**config.mk**
```make
export PLATFORM = sky130hd
export DESIGN_NAME = bxfs_div
export DESIGN_NICKNAME = d
export VERILOG_FILES = /design/src/sv/bxfs_pkg.sv /design/src/sv/bxfs_div.sv
export SDC_FILE = /design/constraint.sdc
export NUM_CORES = 1
export LEC_CHECK = 0
export ABC_AREA = 1
export BUFFER_PORTS_ARGS = -buffer_cell sky130_fd_sc_hd__buf_4
export CAP_MARGIN = 20
export CORE_AREA = 2 2 101 103
export DETAILED_ROUTE_END_ITERATION = 7
export DIE_AREA = 0 0 103 105
export GPL_TIMING_DRIVEN = 1
export SLEW_MARGIN = 15
export SYNTH_ARGS = -nofsm -noshare
export SYNTH_HDL_FRONTEND = slang
export SYNTH_SLANG_ARGS = --single-unit
export TNS_END_PERCENT = 10
```
**constraint.sdc**
```tcl
create_clock -name i_clk -period 3.4 [get_ports i_clk]
set_clock_uncertainty 0.05 [all_clocks]
set_input_delay 0.34 -clock i_clk [delete_from_list [all_inputs] [get_ports i_clk]]
set_output_delay 0.34 -clock i_clk [all_outputs]
set_load 0.03 [all_outputs]
```
**src/sv/bxfs_pkg.sv**
```systemverilog
// Shared constants and helper functions for the box-average error-diffusion ditherer.
package bxfs_pkg;

    localparam int MAX_WIDTH_DEF     = 512;
    localparam int MAX_HEIGHT_DEF    = 512;
    localparam int MAX_BOX_COUNT_DEF = 4096;

    localparam int GREY_W   = 8;
    localparam int GREY_MAX = 255;
    localparam int THRESH   = 128;

    localparam int ERR_W   = 13;
    localparam int ERR_MAX = 2 ** (ERR_W - 1) - 1;
    localparam int ERR_MIN = -(2 ** (ERR_W - 1));
    localparam int WORK_W  = 16;

    localparam int FRAC_SHIFT = 4;
    localparam int FRAC_ONE   = 16;

    localparam int WGT_RIGHT      = 7;
    localparam int WGT_BELOW_LEFT = 3;
    localparam int WGT_BELOW      = 5;

    localparam int CFG_IDX_W = 2;
    localparam logic [CFG_IDX_W-1:0] CFG_ROW_WIDTH  = 2'd0;
    localparam logic [CFG_IDX_W-1:0] CFG_ROW_COUNT  = 2'd1;
    localparam logic [CFG_IDX_W-1:0] CFG_INK        = 2'd2;
    localparam logic [CFG_IDX_W-1:0] CFG_BACKGROUND = 2'd3;

    localparam int RST_ROW_WIDTH  = 320;
    localparam int RST_ROW_COUNT  = 240;
    localparam int RST_INK        = 0;
    localparam int RST_BACKGROUND = 255;

    // divide by 16, rounding toward zero
    function automatic logic signed [WORK_W-1:0] div16_trunc(input logic signed [WORK_W-1:0] v);
        logic signed [WORK_W-1:0] adj;
        adj = v[WORK_W-1] ? v + WORK_W'(FRAC_ONE - 1) : v;
        return adj >>> FRAC_SHIFT;
    endfunction

    function automatic logic [ERR_W-1:0] sat_err(input logic signed [WORK_W-1:0] v);
        logic [ERR_W-1:0] res;
        if (v > $signed(WORK_W'(ERR_MAX))) begin
            res = ERR_W'(ERR_MAX);
        end else if (v < $signed(WORK_W'(ERR_MIN))) begin
            res = ERR_W'(ERR_MIN);
        end else begin
            res = v[ERR_W-1:0];
        end
        return res;
    endfunction

endpackage

```
**src/sv/bxfs_div.sv**
```systemverilog
// Iterative restoring divider giving the saturated 8-bit box average, one bit per cycle.
module bxfs_div #(
    parameter int SUM_W = 20,
    parameter int CNT_W = 13
) (
    input  logic                        i_clk,
    input  logic                        i_rst_n,
    input  logic                        i_start,
    input  logic [SUM_W-1:0]            i_sum,
    input  logic [CNT_W-1:0]            i_cnt,
    output logic                        o_done,
    output logic [bxfs_pkg::GREY_W-1:0] o_quot
);
    import bxfs_pkg::*;

    localparam int CMP_W  = (SUM_W > CNT_W + GREY_W) ? SUM_W : CNT_W + GREY_W;
    localparam int STEP_W = $clog2(GREY_W);

    logic              r_busy;
    logic              r_done;
    logic              r_sat;
    logic [STEP_W-1:0] r_step;
    logic [SUM_W-1:0]  r_rem;
    logic [CMP_W-1:0]  r_den;
    logic [GREY_W-1:0] r_quot;

    logic s_sat;
    logic s_ge;

    // quotient above 255 (or a zero count) saturates
    assign s_sat = CMP_W'(i_sum) >= (CMP_W'(i_cnt) << GREY_W);
    assign s_ge  = CMP_W'(r_rem) >= r_den;

    always_ff @(posedge i_clk) begin
        if (!i_rst_n) begin
            r_busy <= 1'b0;
            r_done <= 1'b0;
        end else if (i_start) begin
            r_busy <= !s_sat;
            r_done <= s_sat;
        end else if (r_busy && r_step == '0) begin
            r_busy <= 1'b0;
            r_done <= 1'b1;
        end
    end

    always_ff @(posedge i_clk) begin
        if (i_start) begin
            r_sat  <= s_sat;
            r_rem  <= i_sum;
            r_den  <= CMP_W'(i_cnt) << (GREY_W - 1);
            r_step <= STEP_W'(GREY_W - 1);
            r_quot <= '0;
        end else if (r_busy) begin
            if (s_ge) begin
                r_rem <= r_rem - r_den[SUM_W-1:0];
            end
            r_quot <= {r_quot[GREY_W-2:0], s_ge};
            r_den  <= r_den >> 1;
            r_step <= r_step - 1'b1;
        end
    end

    assign o_done = r_done;
    assign o_quot = r_sat ? GREY_W'(GREY_MAX) : r_quot;

endmodule

```
==> results.sh, run 1 <==
export IMPL_layout_nets=635
export IMPL_cts_made_buffers=5
export IMPL_cts_reportedPaths_clkPinSlew_ns=0.11
export IMPL_tns_ns=0
export IMPL_crit_path_start_kind="flip-flop"
export IMPL_path_cells="inv_1 > ha_1 > inv_1 > fa_1 > nand2_1 > nand3_1 > nand3_2 > nand2_2 > nand2_2 > nand2_2 > nand2_2 > nand3_1 > buf_4"
export IMPL_r2r_setup_slack_ns=1.12
export IMPL_worstHoldPathType="primary input to flip-flop"
export IMPL_fmax_ghz=0.438
export IMPL_coreArea_um2=9640
export IMPL_cp_endpoint="r_rem[9]"
export IMPL_relSlewSlack_pct=57.3
export IMPL_grt_pass1_vias=3231
export IMPL_die_h_um=105
export IMPL_rr_worst_depth=13
export IMPL_power_density_nw_per_um2=462
export IMPL_antenna_found_initial=0
export IMPL_placed_cell_area_um2=4250
export IMPL_drv_cap=0
export IMPL_fp_dieArea_um2=10800
export IMPL_fin_crit_ns=2.28
export IMPL_synth_fp_nets=590
export IMPL_postCtsSetupRepairBufs=0
export IMPL_port_buffers=44
export IMPL_r2r_start="r_rem[0]"
export IMPL_tightest_slew_ns=0.639
export IMPL_htree_levels=2
export IMPL_ys_types=34
export IMPL_clock_sink_count=54
export IMPL_clock_root_buffer="clkbuf_8"
export IMPL_critPathKind="flip-flop to flip-flop"
export IMPL_place_congestion=0.882
export IMPL_row_count=36
export IMPL_power_static_leakage_nw=2.19
export IMPL_final_period_utilization_pct=67.1
export IMPL_mostFrequentLayoutCells="158 x nand2_1, 92 x inv_1, 46 x buf_4"
export IMPL_dr_pass1_iters=4
export IMPL_ios=45
export IMPL_hold_viol_final=0
export IMPL_routed_top_layer="met4"
export IMPL_syn_area_um2=3790
export IMPL_drt_wl_total_um=8800
export IMPL_seq_area_frac_synth_pct=37.5
export IMPL_ant_nets=0
export IMPL_drc=0
export IMPL_vias_per_cell=4.78
export IMPL_irDropWorstVdd_mv=0.182
export IMPL_cp_end_kind="flip-flop"
export IMPL_rsz0062_at_grt="no"
export IMPL_area_delta_synth_final_pct=15.4
export IMPL_place_hpwl_um=6810
export IMPL_wl_met3_um=292
export IMPL_diodes=0
export IMPL_vias=3335
export IMPL_finalSetupViolations=0
export IMPL_drive_above_1_share_pct=12.9
export IMPL_grt_pass1_wl_um=14800
export IMPL_wl_per_cell_um=12.6
export IMPL_ys_ff_latch=54
export IMPL_path_depth=13
export IMPL_insertion_delay_ns=0.32
export IMPL_cts_tree="done"
export IMPL_clockBufferDepth=2
export IMPL_r2r_end="r_rem[9]"
export IMPL_final_common_cell="nand2_1"
export IMPL_hold_buffers=0
export IMPL_crit_family="simple AND/OR/NAND/NOR gates"
export IMPL_worst_path_largest_cell_delay_ns=0.43
export IMPL_drt_met1_wl_um=4190
export IMPL_status="finished, final reports clean"
export IMPL_slew_violations=0
export IMPL_die_w_um=103
export IMPL_first_iter_violations=145
export IMPL_ys_warn_count=0
export IMPL_globalRoute_totalOverflow=0
export IMPL_finalInstanceArea_um2=4370
export IMPL_path_common_cell="nand2_2"
export IMPL_critPathMaxFanout=20
export IMPL_arrival_ns=2.29
export IMPL_syn_inst=519
export IMPL_initial_utilization_pct=39.3
export IMPL_grt_max_degree=35
export IMPL_track_usage_pct=17.2
export IMPL_avgSynthCellArea_um2=7.30
export IMPL_wl_met2_um=4180
export IMPL_crit_required_ns=3.41
export IMPL_cts_resized=0
export IMPL_startpoint="r_rem[0]"
export IMPL_crit_slowest_cell="fa_1"
export IMPL_worst_path_buf_inv=3
kinds of logic (layout without fill, tap and decap cells):
logic type	after synthesis	after routing	synth area share, %
AND/OR/NAND/NOR	254	254	29.1
flip-flops	54	54	37.5
buffers and inverters	104	150	10.8
AO/OA/AOI/OAI	70	70	10.3
adder cells (fa/ha/maj)	35	35	11.8
XOR/XNOR	2	2	0.463
how the worst min path moves through the flow:
| stage | slack, ns | depth (start not counted) | from | to |
|---|---|---|---|---|
| final | 0.22 | 3 | i_rst_n | r_busy |
| after global routing | 0.22 | 3 | i_rst_n | r_busy |
| after CTS | 0.22 | 3 | i_rst_n | r_busy |
| after detailed placement | 0.39 | 2 | r_quot[0] | r_quot[0] |
| after global placement | 0.40 | 2 | r_quot[0] | r_quot[0] |
| after floorplan | 0.38 | 2 | r_quot[0] | r_quot[0] |
tightest hold or removal path: stages:
cell and delay, ns:
buf_4 0.11, nand2_1 0.06, a21oi_1 0.04
stage by stage:
step                      setup WS (ns)  cells  hold WS [ns]  total power [mW]  util (%)
after floorplan                   0.934    519         0.376              1.40         -
after global placement             1.23    689         0.397              1.59      44.0
after detailed placement           1.16    689         0.394              1.60      44.0
after CTS                          1.13    697         0.219              2.04      45.2
after global routing              0.922    698         0.223              2.19      45.4
final                              1.12    698         0.219              2.02      45.4
per-layer routing:
metal / global-route usage, % / vias up
met5: 0 / -
met4: 4.42 / 0
met3: 2.47 / 13
met2: 29.4 / 52
met1: 22.5 / 1501
li1: - / 1769
where the power goes:
part	switching, mW	internal, mW	total [mW]	leakage (nW)
Sequential	0.0210	0.779	0.800	0.507
Clock	0.237	0.196	0.433	0.0573
Combinational	0.497	0.290	0.787	1.62
synthesized netlist by cell type, drive strengths merged:
master	instances	area (um2)
and2	4	25.0
o21ai	16	80.1
clkinv	1	3.75
nand2	166	643
buf	7	36.3
clkbuf	2	17.5
xnor2	1	8.76
or2	5	31.3
o22ai	25	156
dfxtp	20	400
fa	1	20.0
edfxtp	34	1020
nand3	35	185
ha	34	425
xor2	1	8.76
nor2	31	134
o21bai	3	22.5
nand4	6	37.5
inv	94	353
a21oi	25	125
nand3b	4	30.0
nor3	3	15.0
a22oi	1	7.51
flip-flops by register name (all words and copies together), names as in the netlist:
signal and cells:
o_done 1, r_quot 8, r_busy 1, r_sat 1, r_den 20, r_rem 20
r_step 3
area by class of cell:
cell class / count / area [um2]
fillers: 1010 / 5270
multi-input cells: 361 / 1960
flip-flops and latches: 54 / 1420
repair buffers: 47 / 360
inverters: 95 / 357
well taps: 133 / 166
clock buffers: 6 / 93.8
clock inverters: 2 / 17.5
Note: power is estimated with default switching activity, not from simulation.
==> inputs of run 2 (changes only) <==
==> constraint.sdc (replaced) <==
create_clock -name i_clk -period 2 [get_ports i_clk]
set_clock_uncertainty 0.05 [all_clocks]
set_input_delay 0.2 -clock i_clk [delete_from_list [all_inputs] [get_ports i_clk]]
set_output_delay 0.2 -clock i_clk [all_outputs]
set_load 0.03 [all_outputs]
==> run 2 against run 1 <==
Clock-buffer cell count did not move. Worst hold slack got worse by 0.15 ns. The run now ends with negative setup slack left. Utilization rose by 2.8 points. Maximum frequency rose by 11%. Clock power rose by 74%. Sequential cell count did not move. Register-to-register slack got worse by 1.2 ns. Total power rose by 79%. Largest cell class unchanged. Wire length rose by 4.6%. Sequential power rose by 71%. Via count rose by 3.9%.
==> results.sh, run 2 (same netlist as run 1, synthesis figures left out) <==
export IMPL_status="finished with violations"
export IMPL_violations="negative setup slack"
export IMPL_clock_root_buffer="clkbuf_8"
export IMPL_finalSetupViolations=20
export IMPL_fin_crit_ns=2.06
export IMPL_ios=45
export IMPL_total_power_mw=3.61
export IMPL_track_usage_pct=17.6
export IMPL_finalInstanceArea_um2=4640
export IMPL_cts_reportedPaths_clkPinSlew_ns=0.11
export IMPL_cts_tree="done"
export IMPL_fp_dieArea_um2=10800
export IMPL_final_period_utilization_pct=103
export IMPL_wl_per_cell_um=12.9
export IMPL_worstHoldPathType="primary input to flip-flop"
export IMPL_row_count=36
export IMPL_critPathMaxFanout=10
export IMPL_crit_required_ns=2.04
export IMPL_mostFrequentLayoutCells="155 x nand2_1, 90 x inv_1, 61 x buf_4"
export IMPL_layout_nets=652
export IMPL_tightest_slew_ns=0.527
export IMPL_hold_buffers=0
export IMPL_htree_levels=2
export IMPL_insertion_delay_ns=0.32
export IMPL_placed_cell_area_um2=4410
export IMPL_globalRoute_totalOverflow=0
export IMPL_finalNonFillerCells=715
export IMPL_reg_top3="r_den: 20 flops, r_rem: 20 flops, r_quot: 8 flops"
export IMPL_power_density_nw_per_um2=778
export IMPL_place_congestion=0.868
export IMPL_irDropWorstVdd_mv=0.388
export IMPL_final_fill_count=1017
export IMPL_grt_max_degree=29
export IMPL_diodes=0
export IMPL_initial_utilization_pct=39.3
export IMPL_drv_cap=0
export IMPL_antenna_found_initial=0
export IMPL_final_core_util_pct=48.1
export IMPL_tns_ns=-1.21
export IMPL_drc=0
export IMPL_dr_pass1_iters=4
export IMPL_drt_wl_total_um=9200
export IMPL_holdWs_ns=0.0643
export IMPL_die_w_um=103
export IMPL_relSlewSlack_pct=64.8
export IMPL_pre_cts_slack_ns=-0.0459
export IMPL_coreArea_um2=9640
export IMPL_vias=3464
export IMPL_power_static_leakage_nw=2.30
export IMPL_final_common_cell="nand2_1"
export IMPL_crit_path_start_kind="flip-flop"
export IMPL_cts_made_buffers=5
export IMPL_grt_pass1_wl_um=15100
export IMPL_place_hpwl_um=7020
export IMPL_first_iter_violations=88
export IMPL_vias_per_cell=4.84
export IMPL_ant_nets=0
export IMPL_hold_viol_final=0
export IMPL_slew_violations=0
export IMPL_dpl_cell_count=705
export IMPL_clockBufferDepth=2
export IMPL_grt_pass1_vias=3350
export IMPL_die_h_um=105
export IMPL_drive_above_1_share_pct=18.2
export IMPL_port_buffers=44
export IMPL_setup_slack_ns=-0.0645
export IMPL_critPathKind="flip-flop to flip-flop"
export IMPL_fmax_ghz=0.484
export IMPL_arrival_ns=2.11
export IMPL_clock_sink_count=54
export IMPL_cp_end_kind="flip-flop"
export IMPL_area_delta_synth_final_pct=22.5
export IMPL_rsz0062_at_grt="yes"
-- run 2: cell types whose count changed in the layout (fill, tap and decap cells not counted), moves of 2 or more --
cell,previous run,this run
nand2_1,158,155
inv_1,92,90
a21oi_1,25,22
inv_2,2,4
a21oi_2,0,3
nand3_1,33,30
nand3_2,2,4
nand2_4,0,2
buf_4,46,61
buf_12,0,2
ha_1,34,30
ha_4,0,4
-- run 2: power breakdown --
group | internal (mW) | switching [mW] | leakage [nW]
clock | 0.333 | 0.420 | 0.0573
combinational | 0.600 | 0.889 | 1.74
sequential | 1.33 | 0.0431 | 0.507
total | 2.26 | 1.35 | 2.30
-- run 2: layout make-up --
type / count / area, um2 / share of cell area [%]
Inverter: 95 / 357 / 7.68
Multi-Input combinational cell: 361 / 2060 / 44.4
Clock buffer: 6 / 93.8 / 2.02
Tap cell: 133 / 166 / 3.59
Clock inverter: 2 / 17.5 / 0.377
Sequential cell: 54 / 1420 / 30.6
Timing Repair Buffer: 64 / 526 / 11.3
-- run 2: worst max-delay path: stages, from the launching register on --
cell and delay, ns:
edfxtp_1 0.38, inv_1 0.07, ha_1 0.15, inv_2 0.04, fa_2 0.34, nand2_2 0.08, nand3_2 0.07, nand3_2 0.07
nand2_2 0.08, nand2_2 0.08, nand2_2 0.07, nand2_4 0.08, nand3_4 0.11, buf_16 0.17
-- run 2: repair_timing --
item / in CTS / in global routing
endpoints found under the setup margin: 20 / 35
buffers inserted: 1 / 0
pin swaps: 0 / 1
resized for setup: 3 / 17
cloned: 1 / 0
-- run 2: final timing paths --
kind | cells past startpoint | from | slack, ns | to
worst max-delay path | 13 | r_rem[0] | -0.06 | r_rem[0]
worst min-delay path | 3 | i_rst_n | 0.06 | r_busy
worst max register to register | 13 | r_rem[0] | -0.06 | r_rem[0]
worst min register to register | 2 | r_quot[0] | 0.42 | r_quot[0]
-- run 2: layer usage --
layer | GRT usage, % | share of wire [%] | wire, um
met5 | 0 | 0 | 0
met4 | 5.08 | 2.2 | 204
met3 | 2.47 | 3.3 | 302
met2 | 30.0 | 48 | 4420
met1 | 22.9 | 46 | 4280
==> inputs of run 3 (changes only) <==
--- a/config.mk
+++ b/config.mk
@@ -6,11 +6,11 @@
 export NUM_CORES = 1
 export LEC_CHECK = 0
 export ABC_AREA = 1
-export BUFFER_PORTS_ARGS = -buffer_cell sky130_fd_sc_hd__buf_4
 export CAP_MARGIN = 20
 export CORE_AREA = 2 2 101 103
 export DETAILED_ROUTE_END_ITERATION = 7
 export DIE_AREA = 0 0 103 105
+export DONT_BUFFER_PORTS = 1
 export GPL_TIMING_DRIVEN = 1
 export SLEW_MARGIN = 15
 export SYNTH_ARGS = -nofsm -noshare
==> run 3 against run 2 <==
The run still ends with negative setup slack left. Design area is 6.8% lower. Sequential cell count stayed put. Global-route usage is 0.16 points lower. Non-clock buffer count is 41 lower. Sequential share of layout area is 2.2 points higher. First-iteration DRC count is 53% higher.
==> results.sh, run 3 (same netlist as run 1, synthesis figures left out) <==
export IMPL_status="finished with violations"
export IMPL_violations="negative setup slack"
export IMPL_crit_slowest_cell="edfxtp_1"
export IMPL_final_period_utilization_pct=103
export IMPL_vias=3291
export IMPL_vias_per_cell=4.88
export IMPL_first_iter_violations=135
export IMPL_crit_required_ns=2.03
export IMPL_grt_pass1_wl_um=15100
export IMPL_dpl_cell_count=664
export IMPL_critPathMaxFanout=20
export IMPL_row_count=36
export IMPL_rr_worst_depth=13
export IMPL_intPower_mw=2.14
export IMPL_relSlewSlack_pct=64.8
export IMPL_globalRoute_totalOverflow=0
export IMPL_wl_per_cell_um=13.7
export IMPL_grt_max_degree=28
export IMPL_reg_top3="r_den: 20 flops, r_rem: 20 flops, r_quot: 8 flops"
export IMPL_coreArea_um2=9640
export IMPL_drive_above_1_share_pct=12.4
export IMPL_p_clk_share_pct=19.3
export IMPL_clock_root_buffer="clkbuf_8"
export IMPL_switching_share_pct=38.3
export IMPL_fp_dieArea_um2=10800
export IMPL_final_common_cell="nand2_1"
export IMPL_tightest_slew_ns=0.527
export IMPL_fmax_ghz=0.486
export IMPL_die_w_um=103
export IMPL_layout_nets=611
export IMPL_comb_power_share_pct=40.8
export IMPL_ios=45
export IMPL_cts_tree="done"
export IMPL_cts_made_buffers=5
export IMPL_port_buffers=0
export IMPL_rsz0062_at_grt="yes"
export IMPL_total_power_mw=3.46
export IMPL_die_h_um=105
export IMPL_switchingPower_mw=1.33
export IMPL_pwr_share_seq_pct=39.9
export IMPL_htree_levels=2
export IMPL_cp_end_kind="flip-flop"
export IMPL_area_delta_synth_final_pct=14.2
export IMPL_power_density_nw_per_um2=800
export IMPL_clockBufferDepth=2
export IMPL_crit_path_start_kind="flip-flop"
export IMPL_hold_viol_final=0
export IMPL_final_fill_count=1000
export IMPL_critPathKind="flip-flop to flip-flop"
export IMPL_r2r_start="r_rem[0]"
export IMPL_arrival_ns=2.09
export IMPL_insertion_delay_ns=0.31
export IMPL_setup_slack_ns=-0.0570
export IMPL_grt_pass1_vias=3324
export IMPL_drc=0
export IMPL_place_hpwl_um=7120
export IMPL_clock_sink_count=54
export IMPL_place_congestion=0.848
export IMPL_path_common_cell="nand2_2"
export IMPL_slew_violations=0
export IMPL_track_usage_pct=17.4
export IMPL_pre_cts_slack_ns=-0.0643
export IMPL_path_cells="inv_1 > ha_1 > inv_2 > fa_2 > nand2_2 > nand3_2 > nand3_2 > nand2_2 > nand2_2 > nand2_2 > nand2_2 > nand3_4 > buf_12"
export IMPL_mostFrequentLayoutCells="155 x nand2_1, 91 x inv_1, 34 x edfxtp_1"
export IMPL_worst_path_largest_cell_delay_ns=0.37
export IMPL_min_delay_start="i_start"
export IMPL_diodes=0
export IMPL_initial_utilization_pct=39.3
export IMPL_finalSetupViolations=20
export IMPL_holdWs_ns=0.00513
export IMPL_irDropWorstVdd_mv=0.356
export IMPL_drt_wl_total_um=9260
export IMPL_worstHoldPathType="primary input to flip-flop"
export IMPL_power_static_leakage_nw=2.08
export IMPL_dr_pass1_iters=4
export IMPL_fin_crit_ns=2.06
export IMPL_postCtsSetupRepairBufs=0
export IMPL_min_path_cells=2
export IMPL_antenna_found_initial=0
export IMPL_ant_nets=0
export IMPL_drv_cap=0
export IMPL_finalNonFillerCells=674
export IMPL_cts_reportedPaths_clkPinSlew_ns=0.11
export IMPL_startpoint="r_rem[0]"
==> run 3: cell count changes in the layout (fill, tap and decap cells not counted), moves of 2 or more <==
cell,previous run,this run
ha_1,30,26
buf_4,61,20
ha_4,4,7
dlygate4sd3_1,0,2
==> run 3: layout make-up <==
class	count	area [um2]	area share (%)
Tap cell	133	166	3.85
Timing Repair Buffer	23	190	4.40
Inverter	95	357	8.24
Multi-Input combinational cell	361	2100	48.5
Clock buffer	5	68.8	1.59
Sequential cell	54	1420	32.9
Clock inverter	3	23.8	0.550
==> run 3: power groups by stage <==
stage / combinational (mW) / sequential [mW] / clock, mW
final: 1.41 / 1.38 / 0.667
after global routing: 1.61 / 1.39 / 0.721
after CTS: 1.34 / 1.37 / 0.684
after detailed placement: 1.33 / 1.39 / 0
after global placement: 1.31 / 1.39 / 0
after floorplan: 0.995 / 1.38 / 0
==> run 3: per-stage QoR <==
| step | setup TNS, ns | util [%] | cell area (um2) |
|---|---|---|---|
| after floorplan | 0 | - | 3800 |
| after global placement | -0.989 | 42.4 | 4090 |
| after detailed placement | -1.27 | 42.4 | 4090 |
| after CTS | -1.07 | 43.6 | 4210 |
| after global routing | -4.45 | 44.9 | 4330 |
| final | -1.03 | 44.9 | 4330 |
==> run 3: worst paths after layout <==
| kind | end | slack, ns |
|---|---|---|
| worst min register to register | r_quot[0] | 0.41 |
| worst max register to register | r_rem[12] | -0.06 |
| worst max-delay path | r_rem[12] | -0.06 |
| worst min-delay path | r_den[19] | 0.005 |
==> run 3: critical path, delay by kind of cell (launching register included) <==
family                   cells  cell delay [ns]
adder cells (fa/ha/maj)      2             0.49
buffers and inverters        3             0.28
flip-flops                   1             0.37
AND/OR/NAND/NOR              8             0.61
==> run 3: what timing repair did <==
item	4_1_cts	5_1_grt
gates resized for setup	3	17
pin swaps	0	4
endpoints found under the setup margin	20	34
hold endpoints to repair	4	0
gates cloned	0	0
hold buffers	2	0
==> run 3: per-layer routing <==
| metal | part of all wire, % | up-vias | track usage [%] |
|---|---|---|---|
| met4 | 0.36 | 0 | 3.20 |
| met2 | 49 | 54 | 30.1 |
| met5 | 0 | - | 0 |
| met3 | 3.3 | 2 | 2.81 |
| li1 | - | 1719 | - |
| met1 | 48 | 1516 | 23.0 |
